$ cat src/rtl/core/ifr_ram.sv
// Generic single-port-write, single-port-read RAM with registered read.
// Read during write to the same address returns the old contents.
// No dependencies.
module ifr_ram #(
  parameter int WIDTH = 32,
  parameter int DEPTH = 2
) (
  input  logic                     clk,
  input  logic                     we,
  input  logic [$clog2(DEPTH)-1:0] waddr,
  input  logic [WIDTH-1:0]         wdata,
  input  logic [$clog2(DEPTH)-1:0] raddr,
  output logic [WIDTH-1:0]         rdata
);

  logic [WIDTH-1:0] mem [DEPTH];

  // Write port and registered read port
  always_ff @(posedge clk) begin
    if (we) begin
      mem[waddr] <= wdata;
    end
    rdata <= mem[raddr];
  end

endmodule

$ cat config.mk
export PLATFORM = sky130hd
export DESIGN_NAME = ifr_ram
export DESIGN_NICKNAME = d
export VERILOG_FILES = /design/src/rtl/core/ifr_ram.sv
export SDC_FILE = /design/constraint.sdc
export NUM_CORES = 1
export LEC_CHECK = 0
export BUFFER_PORTS_ARGS = -buffer_cell sky130_fd_sc_hd__buf_4
export CORE_MARGIN = 3
export CORE_UTILIZATION = 57
export DETAILED_ROUTE_END_ITERATION = 10
export GPL_ROUTABILITY_DRIVEN = 0
export PLACE_DENSITY = 0.9
export SLEW_MARGIN = 20
export SYNTH_ARGS = -nofsm -noshare
export SYNTH_HDL_FRONTEND = slang
export SYNTH_SLANG_ARGS = --single-unit
$ cat constraint.sdc
create_clock -name clk -period 5.9 [get_ports clk]
set_input_delay 1.18 -clock clk [delete_from_list [all_inputs] [get_ports clk]]
set_output_delay 1.18 -clock clk [all_outputs]
set_load 0.02 [all_outputs]
# Word-level counts from Yosys, hierarchy flattened
# Memory sizes are Yosys's and may differ from the RTL's. A register that Yosys moved wholly into a read port is not among the register bits.
# Index checks and enable logic that the tools add are counted.
[word_totals]
out_inout_bits = 32
ff_bits = 0
mem_bits_ro = 0
latchBits = 0
memories = 1
ram_bits = 64
[classes]
n_reduce_logical = 0
div_mod_pow = 0
n_mul = 0
n_bitwise = 0
eq_ne = 0
n_addsub = 0
order_cmp = 0
mux = 2
shift = 0
[mem_list]
columns = ["name", "depth", "word_bits", "read_ports", "rd_ports_with_merged_regs", "wr", "line", "source"]
rows = [
  ["mem", 2, 32, 1, 1, 1, "16", "logic [WIDTH-1:0] mem [DEPTH];"],
]
[ops]
columns = ["cell", "count"]
rows = [
  ["two-way mux 1 bit", 2],
]

# Logic depth before layout (Yosys ltp)
# Gate-level depths: netlist of run 1.
[depth]
depth_word = 2
depth_mapped = 3
ltp_nobuf = 1

# Worst setup path before layout of run 1
# OpenSTA, ideal clock, no wires.
[synth_path]
path_kind = "input to register"
start = "input waddr"
end = "memory mem[0][0], enable pin"
arrival_ps = 2632
path_slack_ps = 2842
stages = 1
required_time_ps = 5475
n_path_buf = 0
path_cell_list = "nor2b_1"
[synth_rtl]
columns = ["item", "line", "source"]
rows = [
  ["start, declared", "10", "input logic [$clog2(DEPTH)-1:0] waddr,"],
  ["end, declared", "16", ""],
]
# No word-level cell before the write port.

# Final worst setup path of run 1
[layout_path]
start = "input waddr"
end = "memory mem[0][4], enable pin"
# No word-level cell before the write port.

==> reports/results.env, run 1 <==
RUN_STATUS='completed'
FINAL_UTIL_PCT=74.2
NUMBER_OF_FILLER_CELLS_PLACED_IN_THE_LAYOUT=316
GRT_MOST_USED_LAYER='met2'
FINAL_COMMON_CELL='sky130_fd_sc_hd__buf_4'
POST_SYNTH_INSTANCE_AREA_MM2=0.00312
POST-ROUTE-PERIOD-UTIL_PCT=34.5
CTS_REPAIR_RESIZE_COUNT=0
MUXSHAREOFSYNTHAREA_PCT=15.2
CAP_VIOLATIONS=0
TRITONCTS_CLOCK_TREE='yes'
TIMING.CRITICAL_PATH.REQUIRED_NS=5.88
FP.DIEH_UM=80.0
DRIVE_ABOVE_1_SHARE_PCT=54.2
AREA.GROWTH.SYNTH_TO_FINAL_PCT=23.9
SYNTH_FP_NETS=170
TIMING.FMAX_GHz=0.491
SYN_AVG_CELL_AREA_UM2=23.3
HTREEDEPTH=3
FINAL_NETS=245
WORST_R2R_PATH_DEPTH=1
CRITPATHBUFINV=1
GRT_MAX_DEGREE=33
GRT_OVERFLOW_TOTAL=0
GRT.MET2_USAGE_PCT=23.2
POWER.SHARE.COMBINATIONAL_PCT=9.4
INITIAL_STANDARD_CELL_UTILIZATION_OF_THE_CORE_PCT=59.9
CTS.REPORTEDPATHS.CLKPINSLEW_NS=0.08
DIE_WIDTH_UM=80.0
CRITICALPATHCATEGORY='input pin to flop'
DIE_AREA_MM2=0.00640
ANT_NETS=0
POST_CTS_HOLD_BUFFER_COUNT=0
WORST_SKEW_NS=0.00507
TIMING.CRITICAL_PATH.TO_TYPE='flop'
ROOT_BUFFER='sky130_fd_sc_hd__clkbuf_8'
DETAIL_ROUTE.ITER0.VIOLATIONS=76
SYNTHADDERAREAFRAC_PCT=0
ROUTE.DETAILED.DRC=0
DESIGN.PORTCOUNT=68
TIMING.CRITICAL_PATH.CELLS='buf_4, nor2b_4'
INITIAL_ANTENNA_VIOLATION_COUNT=0
CTS_BUFFERS=9
WORST_EP_ARRIVAL_TIME_NS=2.02
LAUNCH_POINT_OF_THE_CRITICAL_PATH='waddr'
PATH_DEPTH=2
REG2REG_SETUP_SLACK_NS=5.12
DOMINANT_COMBINATIONAL_CELL_FAMILY_BY_AREA_AFTER_SYNTHESIS='multiplexers'
GLOBALROUTEMET3UTIL_PCT=6.55
YOSYSSEQAREASHARE_PCT=82.2
POST_DP_CELL_AREA_MM2=0.00365
FINALWIRELENGTH_UM=4370
NUM_VIAS=1364
GRTUSAGEMET1_PCT=16.8
FIN_TNS_SETUP_NS=0
CP-ENDPOINT='mem[0][4]'
POWER.STATIC_LEAKAGE_nW=1.57
FINAL_CELLS=284
PRECTSSETUPSLACK_NS=3.48
TIMING.HOLD.WORST.CLASS='flop to flop'
CPMAXSTAGEDELAYCELL='sky130_fd_sc_hd__nor2b_4'
NETLIST-CELL-TYPE-COUNT=8
FIRST_GLOBAL_VIAS=1402
CLK_SINK_COUNT=96
TIMING_HOLD_VIOLATIONS_FINAL=0
SYNTH.FF_LATCH_COUNT=96
CRITICAL-PATH-MAX-STAGE-DELAY_NS=0.70
INSERTION_DELAY_NS=0.35
GLOBAL_ROUTE_WIRE_LENGTH_BEFORE_REPAIR_UM=6620
CORE_AREA_MM2=0.00520
CTS_POST_SETUP_BUFFERS_INSERTED=0
PLACEDCELLCOUNT=268
GLOBAL_ROUTE.USAGE.TOTAL_PCT=15.0
ROWS=26
CELL_INTERNAL_PWR_mW=1.07
POWER.TOTAL_mW=1.35
TOP_LIBRARY_CELLS_BY_USAGE_IN_THE_LAYOUT_FILL_AND_TAPS_ASIDE='sky130_fd_sc_hd__buf_4, sky130_fd_sc_hd__edfxtp_1, sky130_fd_sc_hd__dfxtp_1, sky130_fd_sc_hd__mux2_4, sky130_fd_sc_hd__clkbuf_8'
FINAL_MAX_TRAN_VIOLS=0
SYNTHSIMPLEGATEAREAFRAC_PCT=0.401
SYNTH_XOR_AREA_SHARE_PCT=0
SYNTH-COMPOUND-AREA-SHARE_PCT=0
GRT_SETUP_UNREPAIRED='false'
POWER.SWITCHING_uW=276
YOSYS_WARNINGS=0
CRITICAL_PATH.MAX_FANOUT=32
POWER.SWITCHING_FRACTION_PCT=20.5
WORST_SLACK_NS=3.86
ANTENNA_CELLS=0
TIMING.SLEW.HEADROOM_PCT=39.6
WORSTSETUPSTARTPOINTTYPE='input pin'
MAX-VDD-IR-DROP_uV=240
IO_BUFFER_COUNT=67
FINAL_PERIOD_MINUS_WORST_SETUP_SLACK_NS=2.04
POWER_FRAC_CLOCK_PCT=32.5
CTS_BUFFER_DEPTH=2
WORST_HOLD_SLACK_NS=0.476
WORST_SLEW_PIN_SLEW_NS=0.904
P_SEQ_SHARE_PCT=58.1
FIRSTDRTPASSITERS=4
SETUP_VIOL=0
DESIGN_AREA_MM2=0.00386
CRITICAL_PATH.REG2REG.STARTPOINT='mem[0][10]'
ROUTE.DETAILED.VIAS_PER_INST=4.80
WORSTREG2REGEND='rdata[10]'
CPLARGESTDELAYFAMILY='simple AND/OR/NAND/NOR gates'
POST_SYNTH_INST_COUNT=134
WIRE_PER_INST_UM=15.4
POWER_DENSITY_mW_PER_MM2=349
==> metal layers <==
metal	vias up	wire (um)
li1	647	-
met1	643	1700
met2	61	2150
met3	13	360
met4	0	162
met5	-	0
==> synth_stat cells, drive strengths merged <==
master,number,area (um2)
edfxtp,64,1920
buf,4,71.3
nor2b,1,6.26
dfxtp,32,641
mux2,32,473
and2,1,6.26
==> sequential cells by signal, summed over array words and instances, names as in the netlist <==
| register | flops |
|---|---|
| rdata | 32 |
| mem | 64 |
==> layout make-up <==
type	instances	area, um2	share of cell area [%]
flip-flops and latches	96	2560	66.3
multi-input cells	34	493	12.8
clock inverters	7	86.3	2.23
repair buffers	68	510	13.2
well taps	70	87.6	2.27
clock buffers	9	124	3.21
==> logic make-up after synthesis <==
logic type,count (synthesis)
mux,32
buf+inv,4
simple gates,2
flops,96
==> power by group through the flow <==
| stage | Sequential [mW] | Combinational, mW | Clock, mW |
|---|---|---|---|
| floorplan | 0.823 | 0.0471 | 0 |
| global placement | 0.797 | 0.126 | 0 |
| detailed placement | 0.800 | 0.128 | 0 |
| CTS | 0.785 | 0.129 | 0.449 |
| global route | 0.789 | 0.134 | 0.482 |
| finish | 0.784 | 0.127 | 0.439 |
==> how the worst min path moves through the flow <==
stage | from | to | slack [ns] | cells past startpoint
after global placement | mem[1][30] | rdata[30] | 0.45 | 1
after floorplan | mem[1][29] | rdata[29] | 0.45 | 1
after global routing | mem[0][5] | rdata[5] | 0.48 | 1
after CTS | mem[0][27] | rdata[27] | 0.48 | 1
after detailed placement | mem[1][30] | rdata[30] | 0.46 | 1
final | mem[0][3] | rdata[3] | 0.48 | 1
Power figures use the tool's default switching activity.
==> inputs of run 2 (changes only) <==
--- a/config.mk
+++ b/config.mk
@@ -7,10 +7,10 @@
 export LEC_CHECK = 0
 export BUFFER_PORTS_ARGS = -buffer_cell sky130_fd_sc_hd__buf_4
 export CORE_MARGIN = 3
-export CORE_UTILIZATION = 57
+export CORE_UTILIZATION = 47
 export DETAILED_ROUTE_END_ITERATION = 10
 export GPL_ROUTABILITY_DRIVEN = 0
-export PLACE_DENSITY = 0.9
+export PLACE_DENSITY = 0.8
 export SLEW_MARGIN = 20
 export SYNTH_ARGS = -nofsm -noshare
 export SYNTH_HDL_FRONTEND = slang
==> constraint.sdc (replaced) <==
create_clock -name clk -period 1.77 [get_ports clk]
set_input_delay 0.354 -clock clk [delete_from_list [all_inputs] [get_ports clk]]
set_output_delay 0.354 -clock clk [all_outputs]
set_load 0.02 [all_outputs]
==> reports/results.env, run 2 (same netlist as run 1, synthesis figures left out) <==
TIMING.HOLD.WORST.CLASS='input pin to flop'
LARGEST-REGISTER='mem'
GLOBAL_ROUTE.USAGE.TOTAL_PCT=12.5  # -2.5 points
CTS_REPAIR_RESIZE_COUNT=0  # unchanged
POST_CTS_HOLD_BUFFER_COUNT=0  # unchanged
POWER.SWITCHING_uW=900  # +230%
GRT_SETUP_UNREPAIRED='false'
FIRSTDRTPASSITERS=4  # unchanged
SETUP_VIOL=0  # unchanged
ROOT_BUFFER='sky130_fd_sc_hd__clkbuf_8'
GLOBAL_ROUTE_WIRE_LENGTH_BEFORE_REPAIR_UM=6750  # +2.0%
POWER.SWITCHING_FRACTION_PCT=20.3  # -0.21 points
CELL_INTERNAL_PWR_mW=3.54  # +230%
GLOBALROUTEMET3UTIL_PCT=4.16  # -2.4 points
FINAL_PERIOD_MINUS_WORST_SETUP_SLACK_NS=1.18
CRITICAL_PATH.REG2REG.STARTPOINT='mem[1][2]'
FINAL_MAX_TRAN_VIOLS=0  # unchanged
CRITICAL-PATH-MAX-STAGE-DELAY_NS=0.35  # -0.35 ns
DETAIL_ROUTE.ITER0.VIOLATIONS=47  # -38%
GRT_MAX_DEGREE=33  # unchanged
POWER_FRAC_CLOCK_PCT=31.4  # -1.1 points
DRIVE_ABOVE_1_SHARE_PCT=54.1  # -0.077 points
TIMING.CRITICAL_PATH.TO_TYPE='output pin'
P_SEQ_SHARE_PCT=58.8  # +0.7 points
DESIGN.PORTCOUNT=68  # unchanged
WORST_HOLD_STARTPOINT='wdata[24]'
FIRST_GLOBAL_VIAS=1394  # -0.57%
CTS_BUFFER_DEPTH=2  # unchanged
POWER.SHARE.COMBINATIONAL_PCT=9.8  # +0.4 points
INITIAL_STANDARD_CELL_UTILIZATION_OF_THE_CORE_PCT=48.8  # -11 points
WORSTSETUPSTARTPOINTTYPE='flop'
FINAL_NETS=249  # +1.6%
DESIGN_AREA_MM2=0.00392  # +1.4%
FIN_TNS_SETUP_NS=0  # unchanged
NUMBER_OF_FILLER_CELLS_PLACED_IN_THE_LAYOUT=460  # +46%
POWER.STATIC_LEAKAGE_nW=1.59  # +1.4%
ROUTE.DETAILED.VIAS_PER_INST=4.57  # -4.8%
CTS_BUFFERS=9  # unchanged
DIE_WIDTH_UM=87.5  # +9.4%
WORST_SKEW_NS=0.00606  # +0.000982 ns
CTS.REPORTEDPATHS.CLKPINSLEW_NS=0.08  # about the same
FP.DIEH_UM=87.5  # +9.4%
TIMING.SLEW.HEADROOM_PCT=78.8  # +39 points
MAX-VDD-IR-DROP_uV=636  # +160%
GRT_MOST_USED_LAYER='met2'
DETAILEDPLACEMENTHPWL_UM=3050
LARGEST_REG_FLOPS=64  # unchanged
NUM_VIAS=1349  # -1.1%
TIMING.CRITICAL_PATH.CELLS='buf_4'
TRITONCTS_CLOCK_TREE='yes'
CRITICALPATHCATEGORY='flop to output pin'
CAP_VIOLATIONS=0  # unchanged
WORST_EP_ARRIVAL_TIME_NS=0.82  # -1.20 ns
GRT.MET2_USAGE_PCT=19.5  # -3.7 points
GRT_OVERFLOW_TOTAL=0  # unchanged
ANTENNA_CELLS=0  # unchanged
ROWS=29  # +12%
FINALWIRELENGTH_UM=4440  # +1.7%
FINAL_COMMON_CELL='sky130_fd_sc_hd__buf_4'
TIMING_HOLD_VIOLATIONS_FINAL=0  # unchanged
ROUTE.DETAILED.DRC=0  # unchanged
GRTUSAGEMET1_PCT=15.1  # -1.6 points
CTS_POST_SETUP_BUFFERS_INSERTED=0  # unchanged
DIE_AREA_MM2=0.00765  # +20%
CRITICAL_PATH.MAX_FANOUT=1  # -97%
INITIAL_ANTENNA_VIOLATION_COUNT=0  # unchanged
WORST_SLEW_PIN_SLEW_NS=0.318  # -0.585 ns
WIRE_PER_INST_UM=15.1  # -2.1%
INSERTION_DELAY_NS=0.33  # -0.02 ns
IO_BUFFER_COUNT=67  # unchanged
LAUNCH_POINT_OF_THE_CRITICAL_PATH='rdata[10]'
AREA.GROWTH.SYNTH_TO_FINAL_PCT=25.6
TOP_LIBRARY_CELLS_BY_USAGE_IN_THE_LAYOUT_FILL_AND_TAPS_ASIDE='sky130_fd_sc_hd__buf_4, sky130_fd_sc_hd__edfxtp_1, sky130_fd_sc_hd__dfxtp_1, sky130_fd_sc_hd__mux2_4, sky130_fd_sc_hd__clkbuf_8'
REG_TOP3='mem x64, rdata x32'
HTREEDEPTH=3  # unchanged
POST-ROUTE-PERIOD-UTIL_PCT=66.6
TIMING.FMAX_GHz=0.849
CPMAXSTAGEDELAYCELL='sky130_fd_sc_hd__dfxtp_1'
ANT_NETS=0  # unchanged
POWER_DENSITY_mW_PER_MM2=1130  # +220%
POST_DP_CELL_AREA_MM2=0.00372  # +1.7%
CPLARGESTDELAYFAMILY='flip-flops'
TIMING.CRITICAL_PATH.REQUIRED_NS=1.42  # -4.46 ns
CORE_AREA_MM2=0.00639  # +23%
POWER.TOTAL_mW=4.44  # +230%
CRITPATHBUFINV=1  # unchanged
CLK_SINK_COUNT=96  # unchanged
RUN_STATUS='completed'
==> run 2: cell count changes in the layout (fill, tap and decap cells not counted) <==
| cell | previous run | this run |
|---|---|---|
| sky130_fd_sc_hd__buf_12 | 0 | 2 |
| sky130_fd_sc_hd__clkinv_1 | 1 | 0 |
| sky130_fd_sc_hd__clkinv_4 | 0 | 1 |
| sky130_fd_sc_hd__bufinv_16 | 2 | 1 |
| sky130_fd_sc_hd__clkbuf_1 | 0 | 3 |
| sky130_fd_sc_hd__buf_4 | 68 | 70 |
| sky130_fd_sc_hd__clkbuf_8 | 9 | 11 |
| sky130_fd_sc_hd__clkinv_2 | 3 | 0 |
| sky130_fd_sc_hd__clkinvlp_4 | 1 | 0 |
==> run 2: power by group through the flow <==
stage / Sequential, mW / Clock, mW / Combinational (mW)
after floorplan: 2.74 / 0 / 0.157
after global placement: 2.66 / 0 / 0.430
after detailed placement: 2.67 / 0 / 0.441
after CTS: 2.62 / 1.43 / 0.441
after global routing: 2.63 / 1.53 / 0.461
final: 2.61 / 1.39 / 0.434
==> run 2: final timing paths <==
path                end  slack (ns)  cells after the start
max           rdata[10]        0.59                      1
min          mem[0][24]        0.20                      1
max reg2reg    rdata[2]        1.00                      1
min reg2reg   rdata[10]        0.47                      1
==> run 2: cell type report <==
type / count / area (um2) / share of cell area (%)
repair buffers: 72 / 566 / 14.4
clock buffers: 14 / 163 / 4.15
multi-input cells: 34 / 493 / 12.6
flip-flops and latches: 96 / 2560 / 65.4
well taps: 77 / 96.3 / 2.46
clock inverters: 2 / 38.8 / 0.990
==> run 2: per-stage QoR <==
stage / utilization (%) / cells / hold WS, ns / setup WS, ns
final: 61.4 / 295 / 0.198 / 0.592
after global routing: 61.4 / 295 / 0.172 / 0.550
after CTS: 61.4 / 295 / 0.181 / 0.576
after detailed placement: 58.2 / 279 / 0.460 / 0.452
after global placement: 58.2 / 279 / 0.450 / 0.476
after floorplan: - / 134 / 0.448 / 0.137
==> run 2: layer usage <==
metal  vias up  share of wire, %
met5         -                 0
met4         0               1.3
met3         4               6.8
met2        48                51
met1       637                40
li1        660                 -
